`src/rtl/sha256_pkg.sv`:
```
package sha256_pkg;

    typedef logic [7:0][31:0] word8_t;
    typedef logic [15:0][31:0] window_t;

    localparam int unsigned ROUNDS = 64;
    localparam int unsigned BLOCK_BYTES = 64;
    localparam logic [5:0] LEN_OFFSET = 6'd56;
    localparam logic [7:0] PAD_MARK = 8'h80;

    localparam logic [31:0] INIT_H [8] = '{
        32'h6a09e667, 32'hbb67ae85, 32'h3c6ef372, 32'ha54ff53a,
        32'h510e527f, 32'h9b05688c, 32'h1f83d9ab, 32'h5be0cd19
    };

    localparam logic [31:0] ROUND_K [64] = '{
        32'h428a2f98, 32'h71374491, 32'hb5c0fbcf, 32'he9b5dba5,
        32'h3956c25b, 32'h59f111f1, 32'h923f82a4, 32'hab1c5ed5,
        32'hd807aa98, 32'h12835b01, 32'h243185be, 32'h550c7dc3,
        32'h72be5d74, 32'h80deb1fe, 32'h9bdc06a7, 32'hc19bf174,
        32'he49b69c1, 32'hefbe4786, 32'h0fc19dc6, 32'h240ca1cc,
        32'h2de92c6f, 32'h4a7484aa, 32'h5cb0a9dc, 32'h76f988da,
        32'h983e5152, 32'ha831c66d, 32'hb00327c8, 32'hbf597fc7,
        32'hc6e00bf3, 32'hd5a79147, 32'h06ca6351, 32'h14292967,
        32'h27b70a85, 32'h2e1b2138, 32'h4d2c6dfc, 32'h53380d13,
        32'h650a7354, 32'h766a0abb, 32'h81c2c92e, 32'h92722c85,
        32'ha2bfe8a1, 32'ha81a664b, 32'hc24b8b70, 32'hc76c51a3,
        32'hd192e819, 32'hd6990624, 32'hf40e3585, 32'h106aa070,
        32'h19a4c116, 32'h1e376c08, 32'h2748774c, 32'h34b0bcb5,
        32'h391c0cb3, 32'h4ed8aa4a, 32'h5b9cca4f, 32'h682e6ff3,
        32'h748f82ee, 32'h78a5636f, 32'h84c87814, 32'h8cc70208,
        32'h90befffa, 32'ha4506ceb, 32'hbef9a3f7, 32'hc67178f2
    };

endpackage

```
`src/rtl/sha256_round.sv`:
```
module sha256_round
(
    input  sha256_pkg::word8_t  work,
    input  logic [31:0]         w0,
    input  logic [31:0]         w1,
    input  logic [31:0]         w9,
    input  logic [31:0]         w14,
    input  logic [5:0]          rnd,
    output sha256_pkg::word8_t  work_out,
    output logic [31:0]         w_new
);

    logic [31:0] a;
    logic [31:0] b;
    logic [31:0] c;
    logic [31:0] d;
    logic [31:0] e;
    logic [31:0] f;
    logic [31:0] g;
    logic [31:0] h;
    logic [31:0] big_s0;
    logic [31:0] big_s1;
    logic [31:0] ch;
    logic [31:0] maj;
    logic [31:0] t1;
    logic [31:0] t2;
    logic [31:0] sm_s0;
    logic [31:0] sm_s1;

    assign a = work[0];
    assign b = work[1];
    assign c = work[2];
    assign d = work[3];
    assign e = work[4];
    assign f = work[5];
    assign g = work[6];
    assign h = work[7];

    assign big_s1 = {e[5:0], e[31:6]} ^ {e[10:0], e[31:11]} ^ {e[24:0], e[31:25]};
    assign big_s0 = {a[1:0], a[31:2]} ^ {a[12:0], a[31:13]} ^ {a[21:0], a[31:22]};
    assign ch     = (e & f) ^ (~e & g);
    assign maj    = (a & b) ^ (a & c) ^ (b & c);
    assign t1     = h + big_s1 + ch + sha256_pkg::ROUND_K[rnd] + w0;
    assign t2     = big_s0 + maj;

    always_comb
    begin
        work_out[7] = g;
        work_out[6] = f;
        work_out[5] = e;
        work_out[4] = d + t1;
        work_out[3] = c;
        work_out[2] = b;
        work_out[1] = a;
        work_out[0] = t1 + t2;
    end

    // schedule word sixteen rounds ahead
    assign sm_s0 = {w1[6:0], w1[31:7]} ^ {w1[17:0], w1[31:18]} ^ {3'b000, w1[31:3]};
    assign sm_s1 = {w14[16:0], w14[31:17]} ^ {w14[18:0], w14[31:19]} ^ {10'd0, w14[31:10]};
    assign w_new = sm_s1 + w9 + sm_s0 + w0;

endmodule

```
`src/rtl/sha256_hash_engine.sv`:
```
// flow: accepted bytes are absorbed one per cycle while s_tready is high; every full 64-byte
// block then runs its 64 rounds on the shared round unit in ST_ROUND, then one chain add in ST_ADDC
// a final request feeds padding and length bytes at one per cycle, pausing while a padded block
// compresses; the eight digest words follow, one per cycle while m_tready is high
// input is accepted only in ST_IDLE, so no bytes are taken while the single round unit compresses a block
// reset: asynchronous active low; chain returns to the initial hash words, no clearing pass
module sha256_hash_engine
(
    input  logic        clk,
    input  logic        rst_n,
    input  logic        s_tvalid,
    output logic        s_tready,
    input  logic [7:0]  s_tdata,   // data_byte
    input  logic        s_tuser,   // byte_present
    input  logic        s_tlast,   // final_item
    output logic        m_tvalid,
    input  logic        m_tready,
    output logic [31:0] m_tdata,   // digest_word
    output logic [2:0]  m_tuser,   // word_index
    output logic        m_tlast    // last_word
);

    typedef enum logic [2:0]
    {
        ST_IDLE,
        ST_PAD,
        ST_ROUND,
        ST_ADDC,
        ST_OUT
    } state_t;

    state_t                 state_reg, state_next;
    logic [5:0]             rnd_reg, rnd_next;
    logic [5:0]             bib_reg, bib_next;
    logic [63:0]            len_reg, len_next;
    logic [23:0]            acc_reg, acc_next;
    sha256_pkg::window_t    win_reg, win_next;
    sha256_pkg::word8_t     chain_reg, chain_next;
    sha256_pkg::word8_t     work_reg, work_next;
    logic                   pad_reg, pad_next;
    logic                   mark_reg, mark_next;
    logic                   lenph_reg, lenph_next;
    logic [2:0]             oidx_reg, oidx_next;

    logic                   put_en;
    logic [7:0]             put_b;
    sha256_pkg::word8_t     round_work;
    logic [31:0]            round_w;

    sha256_round u_round
    (
        .work     (work_reg),
        .w0       (win_reg[0]),
        .w1       (win_reg[1]),
        .w9       (win_reg[9]),
        .w14      (win_reg[14]),
        .rnd      (rnd_reg),
        .work_out (round_work),
        .w_new    (round_w)
    );

    always_comb
    begin
        state_next = state_reg;
        rnd_next   = rnd_reg;
        bib_next   = bib_reg;
        len_next   = len_reg;
        acc_next   = acc_reg;
        win_next   = win_reg;
        chain_next = chain_reg;
        work_next  = work_reg;
        pad_next   = pad_reg;
        mark_next  = mark_reg;
        lenph_next = lenph_reg;
        oidx_next  = oidx_reg;
        put_en     = 1'b0;
        put_b      = 8'h00;

        unique case (state_reg)
            ST_IDLE:
            begin
                if (s_tvalid)
                begin
                    if (s_tuser)
                    begin
                        put_en   = 1'b1;
                        put_b    = s_tdata;
                        len_next = len_reg + 64'd8;
                    end
                    if (s_tlast)
                    begin
                        pad_next = 1'b1;
                        if (!(s_tuser && bib_reg == 6'd63))
                        begin
                            state_next = ST_PAD;
                        end
                    end
                end
            end
            ST_PAD:
            begin
                put_en = 1'b1;
                if (!mark_reg)
                begin
                    put_b     = sha256_pkg::PAD_MARK;
                    mark_next = 1'b1;
                end
                else if (lenph_reg || bib_reg == sha256_pkg::LEN_OFFSET)
                begin
                    // length goes out msb first, leaving the register cleared
                    lenph_next = 1'b1;
                    put_b      = len_reg[63:56];
                    len_next   = {len_reg[55:0], 8'h00};
                end
            end
            ST_ROUND:
            begin
                work_next = round_work;
                win_next  = {round_w, win_reg[15:1]};
                rnd_next  = rnd_reg + 6'd1;
                if (rnd_reg == 6'(sha256_pkg::ROUNDS - 1))
                begin
                    state_next = ST_ADDC;
                end
            end
            ST_ADDC:
            begin
                for (int i = 0; i < 8; i++)
                begin
                    chain_next[i] = chain_reg[i] + work_reg[i];
                end
                if (lenph_reg)
                begin
                    state_next = ST_OUT;
                    oidx_next  = 3'd0;
                    pad_next   = 1'b0;
                    mark_next  = 1'b0;
                    lenph_next = 1'b0;
                end
                else if (pad_reg)
                begin
                    state_next = ST_PAD;
                end
                else
                begin
                    state_next = ST_IDLE;
                end
            end
            ST_OUT:
            begin
                if (m_tready)
                begin
                    // shift the digest out while refilling with the initial words
                    chain_next = {sha256_pkg::INIT_H[oidx_reg], chain_reg[7:1]};
                    oidx_next  = oidx_reg + 3'd1;
                    if (oidx_reg == 3'd7)
                    begin
                        state_next = ST_IDLE;
                    end
                end
            end
            default:
            begin
                state_next = ST_IDLE;
            end
        endcase

        if (put_en)
        begin
            acc_next = {acc_reg[15:0], put_b};
            bib_next = bib_reg + 6'd1;
            if (bib_reg[1:0] == 2'd3)
            begin
                win_next = {{acc_reg, put_b}, win_reg[15:1]};
            end
            if (bib_reg == 6'(sha256_pkg::BLOCK_BYTES - 1))
            begin
                work_next  = chain_reg;
                rnd_next   = 6'd0;
                state_next = ST_ROUND;
            end
        end
    end

    always_ff @(posedge clk or negedge rst_n)
    begin
        if (!rst_n)
        begin
            state_reg <= ST_IDLE;
            rnd_reg   <= 6'd0;
            bib_reg   <= 6'd0;
            len_reg   <= 64'd0;
            pad_reg   <= 1'b0;
            mark_reg  <= 1'b0;
            lenph_reg <= 1'b0;
            oidx_reg  <= 3'd0;
            work_reg  <= '0;
            for (int i = 0; i < 8; i++)
            begin
                chain_reg[i] <= sha256_pkg::INIT_H[i];
            end
        end
        else
        begin
            state_reg <= state_next;
            rnd_reg   <= rnd_next;
            bib_reg   <= bib_next;
            len_reg   <= len_next;
            pad_reg   <= pad_next;
            mark_reg  <= mark_next;
            lenph_reg <= lenph_next;
            oidx_reg  <= oidx_next;
            work_reg  <= work_next;
            chain_reg <= chain_next;
        end
    end

    always_ff @(posedge clk)
    begin
        acc_reg <= acc_next;
        win_reg <= win_next;
    end

    assign s_tready = (state_reg == ST_IDLE);
    assign m_tvalid = (state_reg == ST_OUT);
    assign m_tdata  = chain_reg[0];
    assign m_tuser  = oidx_reg;
    assign m_tlast  = (oidx_reg == 3'd7);

    a_no_overlap: assert property (@(posedge clk) disable iff (!rst_n)
        !(s_tready && m_tvalid))
        else $error("input and output sides active together");

    a_block_starts: assert property (@(posedge clk) disable iff (!rst_n)
        (s_tvalid && s_tready && s_tuser && bib_reg == 6'd63) |=> (state_reg == ST_ROUND))
        else $error("full block did not start compression");

    a_round_aligned: assert property (@(posedge clk) disable iff (!rst_n)
        (state_reg == ST_ROUND) |-> (bib_reg == 6'd0))
        else $error("compression running on a partial block");

    a_idle_counter: assert property (@(posedge clk) disable iff (!rst_n)
        (state_reg != ST_ROUND) |-> (rnd_reg == 6'd0))
        else $error("round counter not cleared between blocks");

    a_digest_done: assert property (@(posedge clk) disable iff (!rst_n)
        (m_tvalid && m_tready && m_tlast) |=> (s_tready && len_reg == 64'd0))
        else $error("engine not back to a fresh message after digest");

endmodule

```
`config.mk`:
```
export PLATFORM = sky130hd
export DESIGN_NAME = sha256_hash_engine
export DESIGN_NICKNAME = d
export VERILOG_FILES = /design/src/rtl/sha256_pkg.sv /design/src/rtl/sha256_round.sv /design/src/rtl/sha256_hash_engine.sv
export SDC_FILE = /design/constraint.sdc
export NUM_CORES = 2
export LEC_CHECK = 0
export ABC_CLOCK_PERIOD_IN_PS = 26300
export BUFFER_PORTS_ARGS = -buffer_cell sky130_fd_sc_hd__buf_2
export CAP_MARGIN = 20
export CORE_MARGIN = 4
export CORE_UTILIZATION = 45
export DETAILED_ROUTE_END_ITERATION = 6
export PLACE_DENSITY = 0.63
export SLEW_MARGIN = 20
export SYNTH_ARGS = -nofsm -noshare
export SYNTH_HDL_FRONTEND = slang
export SYNTH_SLANG_ARGS = --single-unit
```
`constraint.sdc`:
```
create_clock -name clk -period 26.3 [get_ports clk]
set_input_delay 5.26 -clock clk [delete_from_list [all_inputs] [get_ports clk]]
set_output_delay 5.26 -clock clk [all_outputs]
set_load 0.05 [all_outputs]
```
======== Word-level counts from Yosys, hierarchy flattened ========
Memory sizes are Yosys's and may differ from the RTL's.
Index checks and enable logic that the tools add are counted.
storage, ports and cells
  bits in registers ....................... 1,133
  ROM bits ................................ 2,304
  input bits .............................. 14
  output and inout port bits .............. 38
  memories kept ........................... 2
memories
  memory            depth  bits a word  rd ports  clocked after memory_dff  wr ports  RTL line                   text
  (name not given)  64     32           1         0                         0         sha256_round.sv:43         assign t1 = h + big_s1 + ch + sha256_pkg::ROUND_K[rnd] + w0;
  (name not given)  8      32           1         0                         0         sha256_hash_engine.sv:154  chain_next = {sha256_pkg::INIT_H[oidx_reg], chain_reg[7:1]};
cells by class
  add/sub/neg operators ................... 22
  order comparisons ....................... 2
  equality and inequality tests ........... 16
  mux-type cells .......................... 50
  bitwise operators ....................... 19
  reductions and logical operators ........ 13
operator list
  kind                     number
  $mux W512                3
  $mux W256                4
  $add A32 B32 Y32         18
  $pmux W256 S2            1
  $xor A32 B32 Y32         9
  $mux W64                 4
  $and A32 B32 Y32         5
  $mux W32                 4
  $pmux W64 S2             1
  $add A64 B4 Y64 const B  1
  $mux W3                  11
  $mux W8                  4
  $not A32 Y32             1
  $xor A32 B22 Y32         1
  $xor A32 B29 Y32         1
  $eq A6 B6 Y1 const B     3
  $mux W6                  3
  $pmux W8 S2              1
  $pmux W3 S5              1
  $add A6 B1 Y6 const B    2
  $mux W1                  8
  $ne A2 B2 Y1 const B     4
  $pmux W1 S2              4
  $reduce_bool A2 Y1       4
  18 further kinds         24

======== Logic depth before layout (Yosys ltp) ========
  depth after elaboration ................. 10
  gate-level depth with buffers ........... 43
  depth with buffers taken out ............ 40

======== Hierarchy ========
Synthesis repeated with hierarchy kept, for this count alone.
second synthesis, totals
  cells, all modules ...................... 8,507
  area total of the unflattened synthesis .. 74,926.9 µm²
modules (own cells, without submodules)
  module              instances  cells an instance  area an instance (µm²)  sequential area each (µm²)
  sha256_hash_engine  1          6,223              57,213.6                26,004.9
  sha256_round        1          2,284              17,713.2                0.0

======== Least setup slack after synthesis ========
No wires, ideal clock.
  kind .................................... register to register
  start ................................... register rnd_reg[0]
  end ..................................... register work_reg[28] (netlist bit)
  setup time .............................. 0.134 ns
  data arrival time ....................... 8.659 ns
  data required time ...................... 26.166 ns
  path slack .............................. 17.507 ns
  cell stages (with the launch flop) ...... 38
  buffers on the path ..................... 3
  cells stage by stage .................... dfrtp_1 > clkbuf_1 > clkinv_1 > ha_1 > clkbuf_1 > nand2_1 > clkbuf_1 > nand2_1 > o21ai_0 > o21ai_0 > o21ai_0 > fa_1 > fa_1 > inv_1 > fa_1 > ha_1 > fa_1 > a211oi_1 > [2 not listed] > a211o_2 > a21o_1 > a21o_1 > xor2_1 > inv_1 > fa_1 > inv_1 > ha_1 > nand3_1 > nor3_1 > o31a_1 > a311o_1 > o221ai_1 > o22ai_1 > or4_1 > a31oi_1 > xor2_1 > o21ai_0
RTL lines
  element                 RTL line                   text
  start, declared         sha256_hash_engine.sv:33   logic [5:0] rnd_reg, rnd_next;
  start signal, assigned  sha256_hash_engine.sv:206  rnd_reg <= rnd_next;
  end signal, assigned    sha256_hash_engine.sv:213  work_reg <= work_next;
  end, declared           sha256_hash_engine.sv:39   sha256_pkg::word8_t work_reg, work_next;

==> impl_metrics.toml <==
[run_status]
outcome = "finished, final reports clean"

[detailed_routing]
drt-vias-per-instance = 5.72
wl_per_cell_um = 21.6
top_layer = "met5"
drtPass1Iterations = 6
routed_wl_mm = 240
vias = 63500
met2_length_mm = 109
met1Wirelength_mm = 108
drt-initial-drc-count = 6114
antenna_left = 0
drt_drc_violations_left = 0
wl_met3_mm = 14.8

[layout]
area.growth.synth_to_final_pct = 8.21
nets = 9447
final_cell_area_sq_um = 79800
drive_gt1_frac = 0.0648
largest_reg_flops = 512
fill_cells = 15700
num_antenna_cells = 0

[synthesis]
synth_fa_ha_area_frac = 0.122
post-synth-top-area-fraction = 0.155
synth_area_leader_cell = "dfrtp_1"
synthXorXnorAreaFrac = 0.0670
synth-seq-cells = 1130
synth-compound-area-share = 0.186
yosysWarnings = 0
synth_area_sq_um = 73700
avgSynthCellArea_sq_um = 8.07
synthCells = 9134
async_flop_share = 0.526
synth_top_family_by_area = "compound AO/OA/AOI/OAI gates"
synth_edf_count = 24
yosysUniqueCellTypes = 91
syn-num-nets = 9749
ys_top_cells_by_area = "dfrtp_1 16%, dfxtp_1 14%, nand2_1 11%, ha_1 6.9%, fa_1 5.3%"
yosys-mux-area-fraction = 0.0337
seq_area_frac_synth = 0.353
ys.flop_type = "dfxtp_1"
yosys.area_share.simple = 0.184

[setup_path]
end_kind = "flop"
path_class = "flop to flop"
cp-start-kind = "flop"
arrival_ns = 11.14
r2r-end = "work_reg[28]$_DFF_PN0_"
reg2regPathDepth = 35
crit_top_cell = "o21ai_0"
cp_max_fo = 46
cpPeakStageDelay_ns = 0.98
slowest_stage = "dfrtp_2"
rrSetupSlack_ns = 15.79
r2r_start = "rnd_reg[2]$_DFF_PN0_"
required_ns = 26.93

[floorplan]
die_area_sq_um = 170000
fp.dieH_um = 413
initial_utilization = 0.453
io_pins = 52
core_region_area_sq_um = 163000
dieWidth_um = 413
rows = 148

[clock_tree]
cts_setup_buffers = 0
cts_tree = "built"
clockBufferDepth = 3
cts.reportedPaths.clkPinSlew_ns = 0.07
clk-insertion-delay-late_ns = 0.78
cts.repair.resized = 0
numCtsBuffers = 131
hold_buffers = 0
cts_sinks = 1130
root_buffer = "clkbuf_16"
htreeDepth = 4

[hold_path]
hold_path_end = "win_reg[206]$_DFF_P_"
min_path_cells = 2
hold_class = "flop to flop"
worstHoldStart = "win_reg[238]$_DFF_P_"

[placement]
hpwl_mm = 171
port_buffers = 51
placed_area_sq_um = 75200
gp_congestion = 0.981

[sta]
fin_worst_skew_ns = 0.0419
hold_viol = 0
period_needed_ns = 10.51
fmax_mhz = 95.1
tightestPinTransition_ns = 1.26
rsz0062_at_grt = "no"
fin_crit_sh = 0.400
finalMaxSlewViolations = 0
final-setup-viol-count = 0
slew_headroom = 0.158
tns_ns = 0

[global_route]
grt_pass1_vias = 59800
grt_pass1_wl_mm = 367
gr-total-overflow = 0
grt_max_degree = 265
antenna_found_initial = 1
grt_use_total = 0.277

[run]
drv_cap = 0
critical path, delay by kind of cell (launching register included):
| family | cells | cell delay, ns |
|---|---|---|
| AO/OA/AOI/OAI | 17 | 3.84 |
| XOR/XNOR | 2 | 0.49 |
| adder cells (fa/ha/maj) | 8 | 3.45 |
| buffers and inverters | 4 | 0.74 |
| flip-flops | 1 | 0.98 |
| AND/OR/NAND/NOR | 4 | 0.83 |
worst max-delay path by stage:
stage                     cells after the start                     end                 start  slack (ns)
after global placement                       13    win_reg[485]$_DFF_P_              s_tvalid       15.93
after CTS                                    35  work_reg[28]$_DFF_PN0_  rnd_reg[2]$_DFF_PN0_       15.97
after floorplan                              37  work_reg[28]$_DFF_PN0_  rnd_reg[0]$_DFF_PN0_       17.51
final                                        35  work_reg[28]$_DFF_PN0_  rnd_reg[2]$_DFF_PN0_       15.79
after detailed placement                     12    win_reg[276]$_DFF_P_              s_tvalid       15.84
after global routing                         35  work_reg[28]$_DFF_PN0_  rnd_reg[2]$_DFF_PN0_       15.28
cell usage after synthesis (22+ instances only):
master / count
dfstp_2: 136
xnor2_1: 358
a211oi_1: 60
dfxtp_1: 512
a22oi_1: 24
edfxtp_1: 24
and3_1: 71
mux2i_1: 200
nor2_1: 600
nand2b_1: 66
nor2b_1: 55
buf_1: 36
fa_1: 195
a32oi_1: 25
buf_2: 22
xor2_1: 206
a21oi_1: 731
o21a_1: 68
dfrtp_1: 458
inv_1: 461
o211ai_1: 60
clkbuf_1: 479
o21bai_1: 58
nand4_1: 39
a31oi_1: 112
mux2_2: 31
a21o_1: 162
nand3_1: 112
or3_1: 40
buf_4: 32
o21ai_0: 770
nor3_1: 92
ha_1: 406
o22ai_1: 34
nand2_1: 2077
layout by cell type, fill, tap and decap left out, types with 141 or more instances in the layout:
master / instances
nand2_1: 2071
o21ai_0: 770
a21oi_1: 731
nor2_1: 596
dfxtp_1: 512
inv_1: 459
dfrtp_1: 455
ha_1: 406
xnor2_1: 358
xor2_1: 206
mux2i_1: 200
fa_1: 195
a21o_1: 162
clkbuf_16: 141
cells by family after synthesis:
family                   after synthesis
multiplexers                         237
flip-flops                          1130
AND/OR/NAND/NOR                     3258
buffers and inverters               1033
AO/OA/AOI/OAI                       2308
XOR/XNOR                             564
adder cells (fa/ha/maj)              604
metrics by stage:
step           utilization  hold slack (ns)  worst slack (ns)  std cells
2_1_floorplan            -            0.415             17.51       9134
3_3_place_gp         0.462            0.422             15.93      10900
3_5_place_dp         0.462            0.426             15.84      10900
4_1_cts              0.490            0.423             15.97      11100
5_1_grt              0.490            0.446             15.28      11100
6_report             0.490            0.428             15.79      11100
cell type report:
cell class              count  area (sq um)  area share
clock buffers             198          4020      0.0504
clock inverters            44           534     0.00670
inverters                 464          1750      0.0219
multi-input cells        6971         43800       0.549
flip-flops and latches   1130         26000       0.326
well taps                2175          2720      0.0341
repair buffers            134           967      0.0121
metal layers:
metal  track usage  vias to the layer above
met4        0.0916                        2
met2         0.438                     1956
li1              -                    30400
met1         0.387                    30800
met3        0.0428                      411
met5             0                        -
Power is not shown: default switching activity piles up to over one toggle a cycle in this logic, so the estimate is an artifact.
